--- config.mk ---
export PLATFORM = sky130hd
export DESIGN_NAME = registration_reply_builder_flat
export DESIGN_NICKNAME = d
export VERILOG_FILES = /design/src/sv/rrb_pkg.sv /design/src/sv/rrb_ifs.sv /design/src/sv/registration_reply_builder.sv /design/src/sv/rrb_front.sv /design/src/sv/rrb_queue.sv /design/src/sv/rrb_back.sv /design/src/flat_wrapper.sv
export VERILOG_INCLUDE_DIRS = /design/src /design/src/sv
export SDC_FILE = /design/constraint.sdc
export NUM_CORES = 2
export LEC_CHECK = 0
export BUFFER_PORTS_ARGS = -buffer_cell sky130_fd_sc_hd__buf_2
export CORE_UTILIZATION = 50
export CTS_BUF_LIST = sky130_fd_sc_hd__clkbuf_4 sky130_fd_sc_hd__clkbuf_8
export CTS_CLUSTER_SIZE = 30
export DETAILED_ROUTE_END_ITERATION = 10
export GPL_ROUTABILITY_DRIVEN = 0
export GPL_TIMING_DRIVEN = 0
export PLACE_DENSITY = 0.76
export SETUP_SLACK_MARGIN = 0.3
export SYNTH_ARGS = -nofsm -noshare
export SYNTH_HDL_FRONTEND = slang
export SYNTH_SLANG_ARGS = --single-unit
export TNS_END_PERCENT = 5
--- constraint.sdc ---
create_clock -name clock -period 59.5 [get_ports clock]
set_input_delay 2.975 -clock clock [delete_from_list [all_inputs] [get_ports clock]]
set_output_delay 2.975 -clock clock [all_outputs]
set_load 0.01 [all_outputs]
--- src/sv/registration_reply_builder_macros.svh ---
// Assertion macros shared by the registration reply builder modules.
// Each use expects signals named clock and reset in the enclosing scope.
`ifndef REGISTRATION_REPLY_BUILDER_MACROS_SVH
`define REGISTRATION_REPLY_BUILDER_MACROS_SVH

// Antecedent implies consequent in the same cycle.
`define RRB_ASSERT_SAME(lbl, ante, cons) \
   lbl: assert property (@(posedge clock) disable iff (reset) (ante) |-> (cons)) \
      else $error("rrb assertion failed");

// Antecedent implies consequent in the next cycle.
`define RRB_ASSERT_NEXT(lbl, ante, cons) \
   lbl: assert property (@(posedge clock) disable iff (reset) (ante) |=> (cons)) \
      else $error("rrb assertion failed");

`endif

--- src/sv/rrb_pkg.sv ---
// Package of the registration reply builder: sizes, codes, the job type
// and the one's complement helpers. Depends on nothing.
package rrb_pkg;

   localparam int FIFO_DEPTH  = 16;
   localparam int MAX_WORDS   = 512;
   localparam int AGENT_SLOTS = 4;

   localparam int WORD_W    = 32;
   localparam int POS_W     = $clog2(MAX_WORDS + 1);
   localparam int FPTR_W    = (FIFO_DEPTH > 1) ? $clog2(FIFO_DEPTH) : 1;
   localparam int FCNT_W    = $clog2(FIFO_DEPTH + 1);
   localparam int ENTRY_W   = 96;
   localparam int CSR_IDX_W = 3;

   localparam int QDEPTH  = 4;
   localparam int QPTR_W  = 2;
   localparam int QCNT_W  = 3;

   localparam int PAYLOAD_WORDS = 5;
   localparam int BEAT_W        = 3;
   localparam logic [BEAT_W-1:0] LAST_BEAT = BEAT_W'(PAYLOAD_WORDS - 1);

   // Register indexes of the configuration port.
   localparam logic [CSR_IDX_W-1:0] REG_MAX_LIFETIME = 3'd0;
   localparam logic [CSR_IDX_W-1:0] REG_AGENT_COUNT  = 3'd1;
   localparam logic [CSR_IDX_W-1:0] REG_AGENT_A      = 3'd2;
   localparam logic [CSR_IDX_W-1:0] REG_AGENT_B      = 3'd3;
   localparam logic [CSR_IDX_W-1:0] REG_AGENT_C      = 3'd4;
   localparam logic [CSR_IDX_W-1:0] REG_AGENT_D      = 3'd5;

   localparam logic [15:0] LIFETIME_RESET = 16'd1800;

   // Reply codes.
   localparam logic [7:0] REPLY_TYPE     = 8'd3;
   localparam logic [7:0] CODE_ACCEPT    = 8'd1;
   localparam logic [7:0] CODE_BAD_AGENT = 8'd136;
   localparam logic [7:0] CODE_RESERVED  = 8'd134;
   localparam int         RESERVED_BIT   = 2;

   // Word positions within a packet.
   localparam logic [POS_W-1:0] POS_PROTO    = POS_W'(2);
   localparam logic [POS_W-1:0] POS_SRC      = POS_W'(3);
   localparam logic [POS_W-1:0] POS_DST      = POS_W'(4);
   localparam logic [POS_W-1:0] POS_PORTS    = POS_W'(5);
   localparam logic [POS_W-1:0] POS_UDP_LEN  = POS_W'(6);
   localparam logic [POS_W-1:0] POS_TYPE     = POS_W'(7);
   localparam logic [POS_W-1:0] POS_HOME     = POS_W'(8);
   localparam logic [POS_W-1:0] POS_AGENT    = POS_W'(9);
   localparam logic [POS_W-1:0] POS_ID_HI    = POS_W'(11);
   localparam logic [POS_W-1:0] POS_ID_LO    = POS_W'(12);
   localparam logic [POS_W-1:0] POS_LIMIT    = POS_W'(MAX_WORDS);

   typedef struct packed {
      logic                                payload;
      logic                                fault;
      logic                                last;
      logic [PAYLOAD_WORDS-1:0][WORD_W-1:0] words;
   } job_type;

   // End-around carry fold of a sum of up to sixteen 16-bit terms.
   function automatic logic [15:0] oc_fold(input logic [19:0] x);
      logic [16:0] t;
      logic [16:0] r;
      t = 17'(x[15:0]) + 17'(x[19:16]);
      r = 17'(t[15:0]) + 17'(t[16]);
      return r[15:0];
   endfunction

   // One 16-bit half at UDP byte offset h, masked to the UDP length.
   function automatic logic [15:0] half_term(input logic [15:0] v, input logic [16:0] h,
                                             input logic [15:0] ulen);
      logic [15:0] r;
      if ((18'(h) + 18'd1) < 18'(ulen)) begin
         r = v;
      end else if (h < 17'(ulen)) begin
         r = {v[15:8], 8'h00};
      end else begin
         r = 16'h0000;
      end
      return r;
   endfunction

   function automatic logic [16:0] word_terms(input logic [31:0] w, input logic [16:0] off,
                                              input logic [15:0] ulen);
      return 17'(half_term(w[31:16], off, ulen)) +
             17'(half_term(w[15:0], off + 17'd2, ulen));
   endfunction

endpackage

--- src/sv/rrb_ifs.sv ---
// Valid/ready channel interfaces of the registration reply builder.
// Depends on rrb_pkg for the field widths.
interface rrb_req_if;
   logic                         valid;
   logic                         ready;
   logic                         req_type;
   logic [rrb_pkg::WORD_W-1:0]   pkt_word;
   logic                         pkt_last;
   modport source (output valid, req_type, pkt_word, pkt_last, input ready);
   modport sink   (input valid, req_type, pkt_word, pkt_last, output ready);
endinterface

interface rrb_rsp_if;
   logic                         valid;
   logic                         ready;
   logic                         out_port;
   logic [rrb_pkg::WORD_W-1:0]   out_word;
   logic                         out_last;
   logic                         queue_fault;
   modport source (output valid, out_port, out_word, out_last, queue_fault, input ready);
   modport sink   (input valid, out_port, out_word, out_last, queue_fault, output ready);
endinterface

interface rrb_csr_if;
   logic                          valid;
   logic                          ready;
   logic [rrb_pkg::CSR_IDX_W-1:0] index;
   logic [rrb_pkg::WORD_W-1:0]    data;
   modport source (output valid, index, data, input ready);
   modport sink   (input valid, index, data, output ready);
endinterface

--- src/sv/registration_reply_builder.sv ---
// Top level of the registration reply builder: front end, job queue, back end.
// Depends on rrb_pkg, rrb_ifs, rrb_front, rrb_queue and rrb_back.
//
//   Channel   Direction  Carries
//   req_ch    in         req_type, pkt_word, pkt_last: one packet word per item
//   rsp_ch    out        out_port, out_word, out_last, queue_fault
//   csr_ch    in         index, data: one register write per item, always ready
//
// The front end takes one packet word per cycle while the job queue has room; the
// checksummed words join a running one's complement sum, so a request is judged on
// its last word. A good request yields five result items; a framed reply word is
// held in a queue slot and yields one item in the cycle after it leaves the queue.
// A four-entry job queue sits between the two halves; the input stalls only when it fills.
// Reset is synchronous and active high; the pending request store needs no clearing.
module registration_reply_builder (
   input  logic       clock,
   input  logic       reset,
   rrb_req_if.sink    req_ch,
   rrb_rsp_if.source  rsp_ch,
   rrb_csr_if.sink    csr_ch
);
   import rrb_pkg::*;

   // Jobs handed from the front end to the queue.
   logic    q_push;
   job_type q_job;
   logic    q_not_full;

   // Jobs taken by the back end from the queue head.
   logic    q_pop;
   logic    q_head_valid;
   job_type q_head_job;

   rrb_front u_front (
      .clock   (clock),
      .reset   (reset),
      .req     (req_ch),
      .csr     (csr_ch),
      .q_ready (q_not_full),
      .q_push  (q_push),
      .q_job   (q_job)
   );

   rrb_queue u_queue (
      .clock      (clock),
      .reset      (reset),
      .push       (q_push),
      .push_job   (q_job),
      .not_full   (q_not_full),
      .pop        (q_pop),
      .head_valid (q_head_valid),
      .head_job   (q_head_job)
   );

   // The back end owns the output register; a waiting result holds intake back
   // only once the job queue has filled up behind it.
   rrb_back u_back (
      .clock     (clock),
      .reset     (reset),
      .job_valid (q_head_valid),
      .job       (q_head_job),
      .job_pop   (q_pop),
      .rsp       (rsp_ch)
   );
endmodule

--- src/sv/rrb_front.sv ---
// Front end: takes packet words, keeps the checksum, the pending request
// FIFO and the configuration registers, and hands jobs to the queue. Uses rrb_pkg.
module rrb_front (
   input  logic              clock,
   input  logic              reset,
   rrb_req_if.sink           req,
   rrb_csr_if.sink           csr,
   input  logic              q_ready,
   output logic              q_push,
   output rrb_pkg::job_type  q_job
);
   import rrb_pkg::*;

   logic [15:0]        max_life_ff;
   logic [2:0]         agent_cnt_ff;
   logic [WORD_W-1:0]  agent_ff [AGENT_SLOTS];

   logic [ENTRY_W-1:0] mem [FIFO_DEPTH];
   logic [FPTR_W-1:0]  head_ff, head_in, tail_ff, tail_in;
   logic [FCNT_W-1:0]  count_ff, count_in;
   logic               pop, push_entry;

   logic [POS_W-1:0]   pos_ff, pos_in;
   logic               kind_ff, kind_in, kind_now;
   logic               fault_ff, fault_in, fault_now;
   logic [15:0]        sum_ff, sum_in;
   logic [WORD_W-1:0]  hdr0_ff, hdr0_in, hdr1_ff, hdr1_in, hdr2_ff, hdr2_in;
   logic [15:0]        ulen_ff, ulen_in, csum_ff, csum_in;
   logic [WORD_W-1:0]  rf_ff [PAYLOAD_WORDS];
   logic [WORD_W-1:0]  rf_in [PAYLOAD_WORDS];
   logic [ENTRY_W-1:0] popped_ff;

   logic               accept;
   logic [WORD_W-1:0]  w;
   logic [16:0]        off;
   logic [WORD_W-1:0]  o;
   logic               known;
   logic [2:0]         n_agents;
   logic [7:0]         code;
   logic [15:0]        life;

   assign req.ready = q_ready;
   assign csr.ready = 1'b1;
   assign accept    = req.valid && q_ready;
   assign w         = req.pkt_word;
   assign off       = 17'((17'(pos_ff) - 17'd5) << 2);

   function automatic logic [FPTR_W-1:0] wrap_inc(input logic [FPTR_W-1:0] p);
      return (p == FPTR_W'(FIFO_DEPTH - 1)) ? '0 : p + 1'b1;
   endfunction

   always_comb begin
      n_agents = (agent_cnt_ff > 3'(AGENT_SLOTS)) ? 3'(AGENT_SLOTS) : agent_cnt_ff;
      known    = 1'b0;
      for (int i = 0; i < AGENT_SLOTS; i++) begin
         if ((3'(i) < n_agents) && (agent_ff[i] == rf_in[2])) begin
            known = 1'b1;
         end
      end
   end

   always_comb begin
      pos_in     = pos_ff;
      kind_in    = kind_ff;
      fault_in   = fault_ff;
      sum_in     = sum_ff;
      hdr0_in    = hdr0_ff;
      hdr1_in    = hdr1_ff;
      hdr2_in    = hdr2_ff;
      ulen_in    = ulen_ff;
      csum_in    = csum_ff;
      rf_in      = rf_ff;
      pop        = 1'b0;
      push_entry = 1'b0;
      q_push     = 1'b0;
      q_job      = '0;
      fault_now  = fault_ff;
      o          = w;
      code       = CODE_ACCEPT;
      life       = rf_ff[0][15:0];
      kind_now   = (pos_ff == '0) ? req.req_type : kind_ff;

      if (accept) begin
         if (pos_ff == '0) kind_in = req.req_type;
         if (req.pkt_last) pos_in = '0;
         else if (pos_ff < POS_LIMIT) pos_in = pos_ff + 1'b1;

         if (kind_now) begin
            if (pos_ff == '0) begin
               if (count_ff != '0) begin
                  pop       = 1'b1;
                  fault_now = 1'b0;
               end else begin
                  fault_now = 1'b1;
               end
               fault_in = fault_now;
            end
            if (!fault_now) begin
               if (pos_ff == POS_SRC) o = popped_ff[63:32];
               else if (pos_ff == POS_DST) o = popped_ff[95:64];
               else if (pos_ff == POS_PORTS) o = {popped_ff[15:0], popped_ff[31:16]};
            end
            q_push         = 1'b1;
            q_job.payload  = 1'b0;
            q_job.fault    = fault_now;
            q_job.last     = req.pkt_last;
            q_job.words[0] = o;
         end else begin
            if (pos_ff == '0) begin
               sum_in = '0;
            end else if (pos_ff == POS_PROTO) begin
               // The protocol byte of the pseudo-header joins the sum right away.
               sum_in   = oc_fold(20'(sum_ff) + 20'(w[23:16]));
            end else if (pos_ff == POS_SRC) begin
               hdr0_in = w;
               sum_in  = oc_fold(20'(sum_ff) + 20'(w[31:16]) + 20'(w[15:0]));
            end else if (pos_ff == POS_DST) begin
               hdr1_in = w;
               sum_in  = oc_fold(20'(sum_ff) + 20'(w[31:16]) + 20'(w[15:0]));
            end else if (pos_ff == POS_PORTS) begin
               hdr2_in = w;
            end else if (pos_ff == POS_UDP_LEN) begin
               // Pseudo-header length and the UDP header itself join the sum here.
               ulen_in = w[31:16];
               csum_in = w[15:0];
               sum_in  = oc_fold(20'(sum_ff) + 20'(word_terms(hdr2_ff, 17'd0, w[31:16])) +
                                 20'(word_terms(w, 17'd4, w[31:16])) + 20'(w[31:16]));
            end else if (pos_ff < POS_LIMIT) begin
               sum_in = oc_fold(20'(sum_ff) + 20'(word_terms(w, off, ulen_ff)));
               if (pos_ff == POS_TYPE) rf_in[0] = w;
               else if (pos_ff == POS_HOME) rf_in[1] = w;
               else if (pos_ff == POS_AGENT) rf_in[2] = w;
               else if (pos_ff == POS_ID_HI) rf_in[3] = w;
               else if (pos_ff == POS_ID_LO) rf_in[4] = w;
            end

            life = (rf_in[0][15:0] > max_life_ff) ? max_life_ff : rf_in[0][15:0];
            if (rf_in[0][16 + RESERVED_BIT]) code = CODE_RESERVED;
            else if (!known) code = CODE_BAD_AGENT;

            if (req.pkt_last && (pos_ff >= POS_ID_LO) &&
                ((csum_ff == '0) || (sum_in == 16'hFFFF)) &&
                (count_ff < FCNT_W'(FIFO_DEPTH))) begin
               push_entry     = 1'b1;
               q_push         = 1'b1;
               q_job.payload  = 1'b1;
               q_job.fault    = 1'b0;
               q_job.last     = 1'b1;
               q_job.words[0] = {REPLY_TYPE, code, life};
               q_job.words[1] = rf_in[1];
               q_job.words[2] = rf_in[2];
               q_job.words[3] = rf_in[3];
               q_job.words[4] = rf_in[4];
            end
         end
      end

      head_in  = pop ? wrap_inc(head_ff) : head_ff;
      tail_in  = push_entry ? wrap_inc(tail_ff) : tail_ff;
      count_in = count_ff + FCNT_W'(push_entry) - FCNT_W'(pop);
   end

   always_ff @(posedge clock) begin
      if (push_entry) mem[tail_ff] <= {hdr0_ff, hdr1_ff, hdr2_ff};
      if (pop) popped_ff <= mem[head_ff];
   end

   always_ff @(posedge clock) begin
      if (reset) begin
         max_life_ff  <= LIFETIME_RESET;
         agent_cnt_ff <= '0;
         for (int i = 0; i < AGENT_SLOTS; i++) agent_ff[i] <= '0;
         head_ff  <= '0;
         tail_ff  <= '0;
         count_ff <= '0;
         pos_ff   <= '0;
         kind_ff  <= 1'b0;
         fault_ff <= 1'b0;
         sum_ff   <= '0;
         hdr0_ff  <= '0;
         hdr1_ff  <= '0;
         hdr2_ff  <= '0;
         ulen_ff  <= '0;
         csum_ff  <= '0;
         for (int i = 0; i < PAYLOAD_WORDS; i++) rf_ff[i] <= '0;
      end else begin
         if (csr.valid) begin
            unique case (csr.index)
               REG_MAX_LIFETIME: max_life_ff <= csr.data[15:0];
               REG_AGENT_COUNT:  agent_cnt_ff <= csr.data[2:0];
               REG_AGENT_A:      agent_ff[0] <= csr.data;
               REG_AGENT_B:      if (AGENT_SLOTS > 1) agent_ff[1 % AGENT_SLOTS] <= csr.data;
               REG_AGENT_C:      if (AGENT_SLOTS > 2) agent_ff[2 % AGENT_SLOTS] <= csr.data;
               REG_AGENT_D:      if (AGENT_SLOTS > 3) agent_ff[3 % AGENT_SLOTS] <= csr.data;
               default: ;
            endcase
         end
         head_ff  <= head_in;
         tail_ff  <= tail_in;
         count_ff <= count_in;
         pos_ff   <= pos_in;
         kind_ff  <= kind_in;
         fault_ff <= fault_in;
         sum_ff   <= sum_in;
         hdr0_ff  <= hdr0_in;
         hdr1_ff  <= hdr1_in;
         hdr2_ff  <= hdr2_in;
         ulen_ff  <= ulen_in;
         csum_ff  <= csum_in;
         rf_ff    <= rf_in;
      end
   end

   `include "registration_reply_builder_macros.svh"

   `RRB_ASSERT_SAME(a_fifo_bound, 1'b1, count_ff <= FCNT_W'(FIFO_DEPTH))
   `RRB_ASSERT_NEXT(a_pop_counts, pop, count_ff == $past(count_ff) - 1'b1)
   `RRB_ASSERT_NEXT(a_push_counts, push_entry, count_ff == $past(count_ff) + 1'b1)
endmodule

--- src/sv/rrb_queue.sv ---
// Short job queue between the front end and the back end.
// Uses rrb_pkg for the job type and its depth.
module rrb_queue (
   input  logic              clock,
   input  logic              reset,
   input  logic              push,
   input  rrb_pkg::job_type  push_job,
   output logic              not_full,
   input  logic              pop,
   output logic              head_valid,
   output rrb_pkg::job_type  head_job
);
   import rrb_pkg::*;

   job_type            slot [QDEPTH];
   logic [QPTR_W-1:0]  rd_ff, wr_ff;
   logic [QCNT_W-1:0]  cnt_ff, cnt_in;

   assign not_full   = cnt_ff < QCNT_W'(QDEPTH);
   assign head_valid = cnt_ff != '0;
   assign head_job   = slot[rd_ff];
   assign cnt_in     = cnt_ff + QCNT_W'(push) - QCNT_W'(pop);

   always_ff @(posedge clock) begin
      if (push) slot[wr_ff] <= push_job;
   end

   always_ff @(posedge clock) begin
      if (reset) begin
         rd_ff  <= '0;
         wr_ff  <= '0;
         cnt_ff <= '0;
      end else begin
         if (push) wr_ff <= wr_ff + 1'b1;
         if (pop) rd_ff <= rd_ff + 1'b1;
         cnt_ff <= cnt_in;
      end
   end

   `include "registration_reply_builder_macros.svh"

   `RRB_ASSERT_SAME(a_q_bound, 1'b1, cnt_ff <= QCNT_W'(QDEPTH))
   `RRB_ASSERT_SAME(a_q_no_underflow, pop, head_valid)
   `RRB_ASSERT_SAME(a_q_no_overflow, push, not_full)
endmodule

--- src/sv/rrb_back.sv ---
// Back end: turns queued jobs into result items, five for a reply payload,
// one for a passed framed word, through a registered output. Uses rrb_pkg.
module rrb_back (
   input  logic              clock,
   input  logic              reset,
   input  logic              job_valid,
   input  rrb_pkg::job_type  job,
   output logic              job_pop,
   rrb_rsp_if.source         rsp
);
   import rrb_pkg::*;

   logic               valid_ff;
   logic [BEAT_W-1:0]  beat_ff, beat_in;
   logic               port_ff, last_ff, fault_ff;
   logic [WORD_W-1:0]  word_ff;
   logic               load;

   assign load    = job_valid && (!valid_ff || rsp.ready);
   assign job_pop = load && (!job.payload || (beat_ff == LAST_BEAT));

   always_comb begin
      beat_in = beat_ff;
      if (load) beat_in = job_pop ? '0 : beat_ff + 1'b1;
   end

   always_ff @(posedge clock) begin
      if (load) begin
         port_ff  <= !job.payload;
         fault_ff <= job.fault;
         if (job.payload) begin
            word_ff <= job.words[beat_ff];
            last_ff <= beat_ff == LAST_BEAT;
         end else begin
            word_ff <= job.words[0];
            last_ff <= job.last;
         end
      end
   end

   always_ff @(posedge clock) begin
      if (reset) begin
         valid_ff <= 1'b0;
         beat_ff  <= '0;
      end else begin
         if (load) valid_ff <= 1'b1;
         else if (rsp.ready) valid_ff <= 1'b0;
         beat_ff <= beat_in;
      end
   end

   assign rsp.valid       = valid_ff;
   assign rsp.out_port    = port_ff;
   assign rsp.out_word    = word_ff;
   assign rsp.out_last    = last_ff;
   assign rsp.queue_fault = fault_ff;
endmodule

--- src/flat_wrapper.sv ---
// flat-port wrapper written by rule: the top's interface ports become plain ports
module registration_reply_builder_flat import rrb_pkg::*;
  (clock, reset, req_ch_valid, req_ch_req_type, req_ch_pkt_word, req_ch_pkt_last, req_ch_ready, rsp_ch_valid, rsp_ch_out_port, rsp_ch_out_word, rsp_ch_out_last, rsp_ch_queue_fault, rsp_ch_ready, csr_ch_valid, csr_ch_index, csr_ch_data, csr_ch_ready);
  rrb_req_if req_ch_i ();
  rrb_rsp_if rsp_ch_i ();
  rrb_csr_if csr_ch_i ();
  input  logic clock;
  input  logic reset;
  input wire logic [$bits(req_ch_i.valid)-1:0] req_ch_valid;
  input wire logic [$bits(req_ch_i.req_type)-1:0] req_ch_req_type;
  input wire logic [$bits(req_ch_i.pkt_word)-1:0] req_ch_pkt_word;
  input wire logic [$bits(req_ch_i.pkt_last)-1:0] req_ch_pkt_last;
  output wire logic [$bits(req_ch_i.ready)-1:0] req_ch_ready;
  output wire logic [$bits(rsp_ch_i.valid)-1:0] rsp_ch_valid;
  output wire logic [$bits(rsp_ch_i.out_port)-1:0] rsp_ch_out_port;
  output wire logic [$bits(rsp_ch_i.out_word)-1:0] rsp_ch_out_word;
  output wire logic [$bits(rsp_ch_i.out_last)-1:0] rsp_ch_out_last;
  output wire logic [$bits(rsp_ch_i.queue_fault)-1:0] rsp_ch_queue_fault;
  input wire logic [$bits(rsp_ch_i.ready)-1:0] rsp_ch_ready;
  input wire logic [$bits(csr_ch_i.valid)-1:0] csr_ch_valid;
  input wire logic [$bits(csr_ch_i.index)-1:0] csr_ch_index;
  input wire logic [$bits(csr_ch_i.data)-1:0] csr_ch_data;
  output wire logic [$bits(csr_ch_i.ready)-1:0] csr_ch_ready;
  assign req_ch_i.valid = req_ch_valid;
  assign req_ch_i.req_type = req_ch_req_type;
  assign req_ch_i.pkt_word = req_ch_pkt_word;
  assign req_ch_i.pkt_last = req_ch_pkt_last;
  assign req_ch_ready = req_ch_i.ready;
  assign rsp_ch_valid = rsp_ch_i.valid;
  assign rsp_ch_out_port = rsp_ch_i.out_port;
  assign rsp_ch_out_word = rsp_ch_i.out_word;
  assign rsp_ch_out_last = rsp_ch_i.out_last;
  assign rsp_ch_queue_fault = rsp_ch_i.queue_fault;
  assign rsp_ch_i.ready = rsp_ch_ready;
  assign csr_ch_i.valid = csr_ch_valid;
  assign csr_ch_i.index = csr_ch_index;
  assign csr_ch_i.data = csr_ch_data;
  assign csr_ch_ready = csr_ch_i.ready;
  registration_reply_builder u_core (.clock(clock), .reset(reset), .req_ch(req_ch_i), .rsp_ch(rsp_ch_i), .csr_ch(csr_ch_i));
endmodule
==> impl_metrics.ini <==
[worst_setup_path]
arrival_ns = 17.29
startpoint = req_ch_pkt_word[25]
cp.required_ns = 60.29
critPathMaxStageDelay_ns = 0.87
regToRegEndpoint = u_core.u_front.mem[10][68]$_DFFE_PP_
start_kind = primary input
reg2reg_from = u_core.u_front.pos_ff[7]$_SDFFE_PP0P_
end_kind = flop
crit_family = simple AND/OR/NAND/NOR gates
worstPathBufferInverterCount = 12
r2r_setup_slack_ns = 44.45
crit_top_cell = buf_4
crit_fanout = 10
slowest_stage = nor3_1
r2r_cells = 57
crit_type = primary input to flop

[power]
p_sw_share_pct = 26.09
clkPwrFrac_pct = 36.2
vdd_drop_max_uv = 35.69
seqPwrFrac_pct = 48.2
p_sw_w = 0.001190
combPwrFrac_pct = 15.7
power_leakage_nw = 43.99
powerDensity_mw_per_mm2 = 33.66
intPower_w = 0.003372

[clock_network]
clk_pin_slew_worst_paths_ns = 0.06
cts_resized = 0
cts.sinks = 2793
post_cts_buffers = 0
cts-buffers-inserted = 426
cts_tree = built
htreeDepth = 5
cts_buffer_depth = 4
ctsHoldBuffers = 0
cts-root-buf = clkbuf_8
clock_latency_ns = 1.14

[synth]
yosys_warnings = 0
synth_top_area_cell = edfxtp_1
post-synth-top-count-cell = edfxtp_1
synth_top_area_share_pct = 61.76
syn_area_per_cell_um2 = 15.94
netlist_area_mm2 = 0.1190
synth_cell_types = 101
synthArstFlopShare_pct = 0
syn_inst = 7463
netlist_top_cells_count = 2,447 x edfxtp_1, 990 x nand2_1, 675 x mux4_2
synthTopCellsByArea = edfxtp_1 62%, mux4_2 13%, dfxtp_1 5.8%
synth_enable_flop_cells = 2447
synth_seq_area_share_pct = 67.58
synth_flop_cell = edfxtp_1
synthesis.nets = 7768
synth-seq-cells = 2793

[place]
dp_cells = 10980
dp_hpwl_um = 248700
dpl_cell_area_mm2 = 0.1266
io_buffers = 109

[sta]
fmax_mhz = 60.62
finClkSkew_ns = 0.1291
period_minus_slack_ns = 16.50
holdWs_ns = 0.4539
finalHoldViolations = 0
final.setup.tns_ns = 0
rsz0062_at_grt = false
setup_viol_count_final = 0
finalCritPeriodShare_pct = 27.72
tightest_slew_ns = 1.630
drv_slew = 20
slew_headroom_pct = -9.170

[floorplanning]
rows = 178
die_h_um = 489.8
initial_utilization_pct = 50.45
num_io_pins = 112
dieArea_mm2 = 0.2399
fp.coreArea_mm2 = 0.2359
die_w_um = 489.8

[detailed_routing]
vias_per_cell = 6.405
drtAntennaViolNets = 0
drt_wl_total_um = 357000
wl_per_cell_um = 30.33
firstDrtPassIters = 9
route.detailed.drc = 0
vias = 75380
drtIter0Drc = 12480

[worst_hold_path]
hp-class = flop to flop
holdPathStages = 2
worstHoldStart = u_core.u_front.rf_ff[96]$_SDFFE_PP0P_
whs_endpoint = u_core.u_front.rf_ff[96]$_SDFFE_PP0P_

[global_route]
grt_pass1_wl_um = 504500
grt_max_degree = 42
grt_overflow = 0
antenna_found_initial = 32
grt_usage_pct = 29.60
grt_pass1_vias = 73400

[final_layout]
fin_util_pct = 57.46
drive_gt1_share_pct = 22.15
stdcell_count = 11770
area_growth_pct = 13.90
nets = 8563
design_area_mm2 = 0.1355

[run]
maxCapViolCount = 3

[outcome]
run_status = finished with violations
failed_checks = max-capacitance violations, max-slew violations
[cell families (layout without fill, tap and decap cells)]
family	Yosys count	count (layout)	share of synthesized area [%]
flip-flops	2793	2793	67.58
AND/OR/NAND/NOR	1850	1850	7.049
AO/OA/AOI/OAI	944	944	4.829
multiplexers	753	753	13.45
buffers and inverters	633	1772	2.074
XOR/XNOR	256	256	1.915
adder cells (fa/ha/maj)	233	233	3.102
other	1	18	0.003152
[worst register-to-register path: cells and delay by family, from the launching register on]
family / cells / cell delay [ns]
xor gates and xnor gates: 2 / 0.36
adders and majority gates: 7 / 2.10
DFF: 1 / 0.31
buffers and inverters: 14 / 3.06
AOI/OAI and AO/OA: 17 / 3.47
and+or+nand+nor: 17 / 5.47
[flip-flops by register name, summed over array words and instances (netlist names), 96 cells and up, named ones only]
name	flops
u_core.u_front.popped_ff	96
u_core.u_front.agent_ff	128
u_core.u_queue.slot	652
u_core.u_front.rf_ff	145
u_core.u_front.mem	1536
[cells in the final DEF, fill, tap and decap left out, types with 21 or more instances in the layout]
| cell type | n |
|---|---|
| a211oi_1 | 29 |
| a21o_1 | 37 |
| a21oi_1 | 485 |
| a31oi_1 | 52 |
| and2_1 | 158 |
| and3_1 | 27 |
| buf_1 | 61 |
| buf_12 | 32 |
| buf_2 | 118 |
| buf_4 | 141 |
| buf_6 | 78 |
| clkbuf_1 | 312 |
| clkbuf_2 | 34 |
| clkbuf_4 | 166 |
| clkbuf_8 | 490 |
| clkinv_1 | 61 |
| clkinv_2 | 33 |
| dfxtp_1 | 346 |
| edfxtp_1 | 2447 |
| fa_1 | 104 |
| ha_1 | 127 |
| inv_1 | 205 |
| mux2i_1 | 60 |
| mux4_2 | 675 |
| nand2_1 | 990 |
| nand2b_1 | 21 |
| nand3_1 | 74 |
| nand4_1 | 43 |
| nor2_1 | 270 |
| nor2b_1 | 39 |
| nor3_1 | 78 |
| nor4_1 | 40 |
| o211ai_1 | 37 |
| o21ai_0 | 110 |
| o22ai_1 | 25 |
| xnor2_1 | 149 |
| xor2_1 | 103 |
[power groups by stage]
stage / Combinational (W) / Clock (W) / Sequential [W]
3_3_place_gp: 0.000670 / 0 / 0.00225
5_1_grt: 0.000751 / 0.00173 / 0.00220
3_5_place_dp: 0.000697 / 0 / 0.00224
2_1_floorplan: 0.000451 / 0 / 0.00224
6_report: 0.000715 / 0.00165 / 0.00220
4_1_cts: 0.000700 / 0.00165 / 0.00220
[stage by stage]
step | total power, W | setup WS (ns)
after global routing | 0.004684 | 42.38
after CTS | 0.004549 | 43.01
after floorplan | 0.002695 | 37.79
after detailed placement | 0.002935 | 41.87
final | 0.004562 | 43.00
after global placement | 0.002922 | 22.54
[metal layers]
layer | up-vias | routed length, um | global-route usage, %
met1 | 37520 | 121500 | 37.60
li1 | 30310 | - | -
met5 | - | 223 | 0
met2 | 6195 | 159000 | 44.40
met4 | 32 | 25230 | 18.52
met3 | 1329 | 51060 | 9.196
[worst max path at each step]
| stage | endpoint | slack (ns) | cells past startpoint |
|---|---|---|---|
| floorplan | u_core.u_front.mem[10][0]$_DFFE_PP_ | 37.79 | 43 |
| global placement | u_core.u_front.mem[10][67]$_DFFE_PP_ | 22.54 | 40 |
| detailed placement | u_core.u_front.mem[10][67]$_DFFE_PP_ | 41.87 | 48 |
| CTS | u_core.u_front.mem[10][68]$_DFFE_PP_ | 43.01 | 48 |
| global route | u_core.u_front.mem[10][68]$_DFFE_PP_ | 42.38 | 50 |
| finish | u_core.u_front.mem[10][68]$_DFFE_PP_ | 43.00 | 50 |
[final cells by class]
type	instances	area [um2]
fill	16920	100300
antenna	17	42.54
tap	3150	3941
clock inverter	116	890.9
inverter	206	773.2
clock buffer	656	7990
buffer	427	1735
multi-input combinational	4037	36310
sequential	2793	80410
timing repair buffer	367	3436
Note: power is estimated with default switching activity, not from simulation.
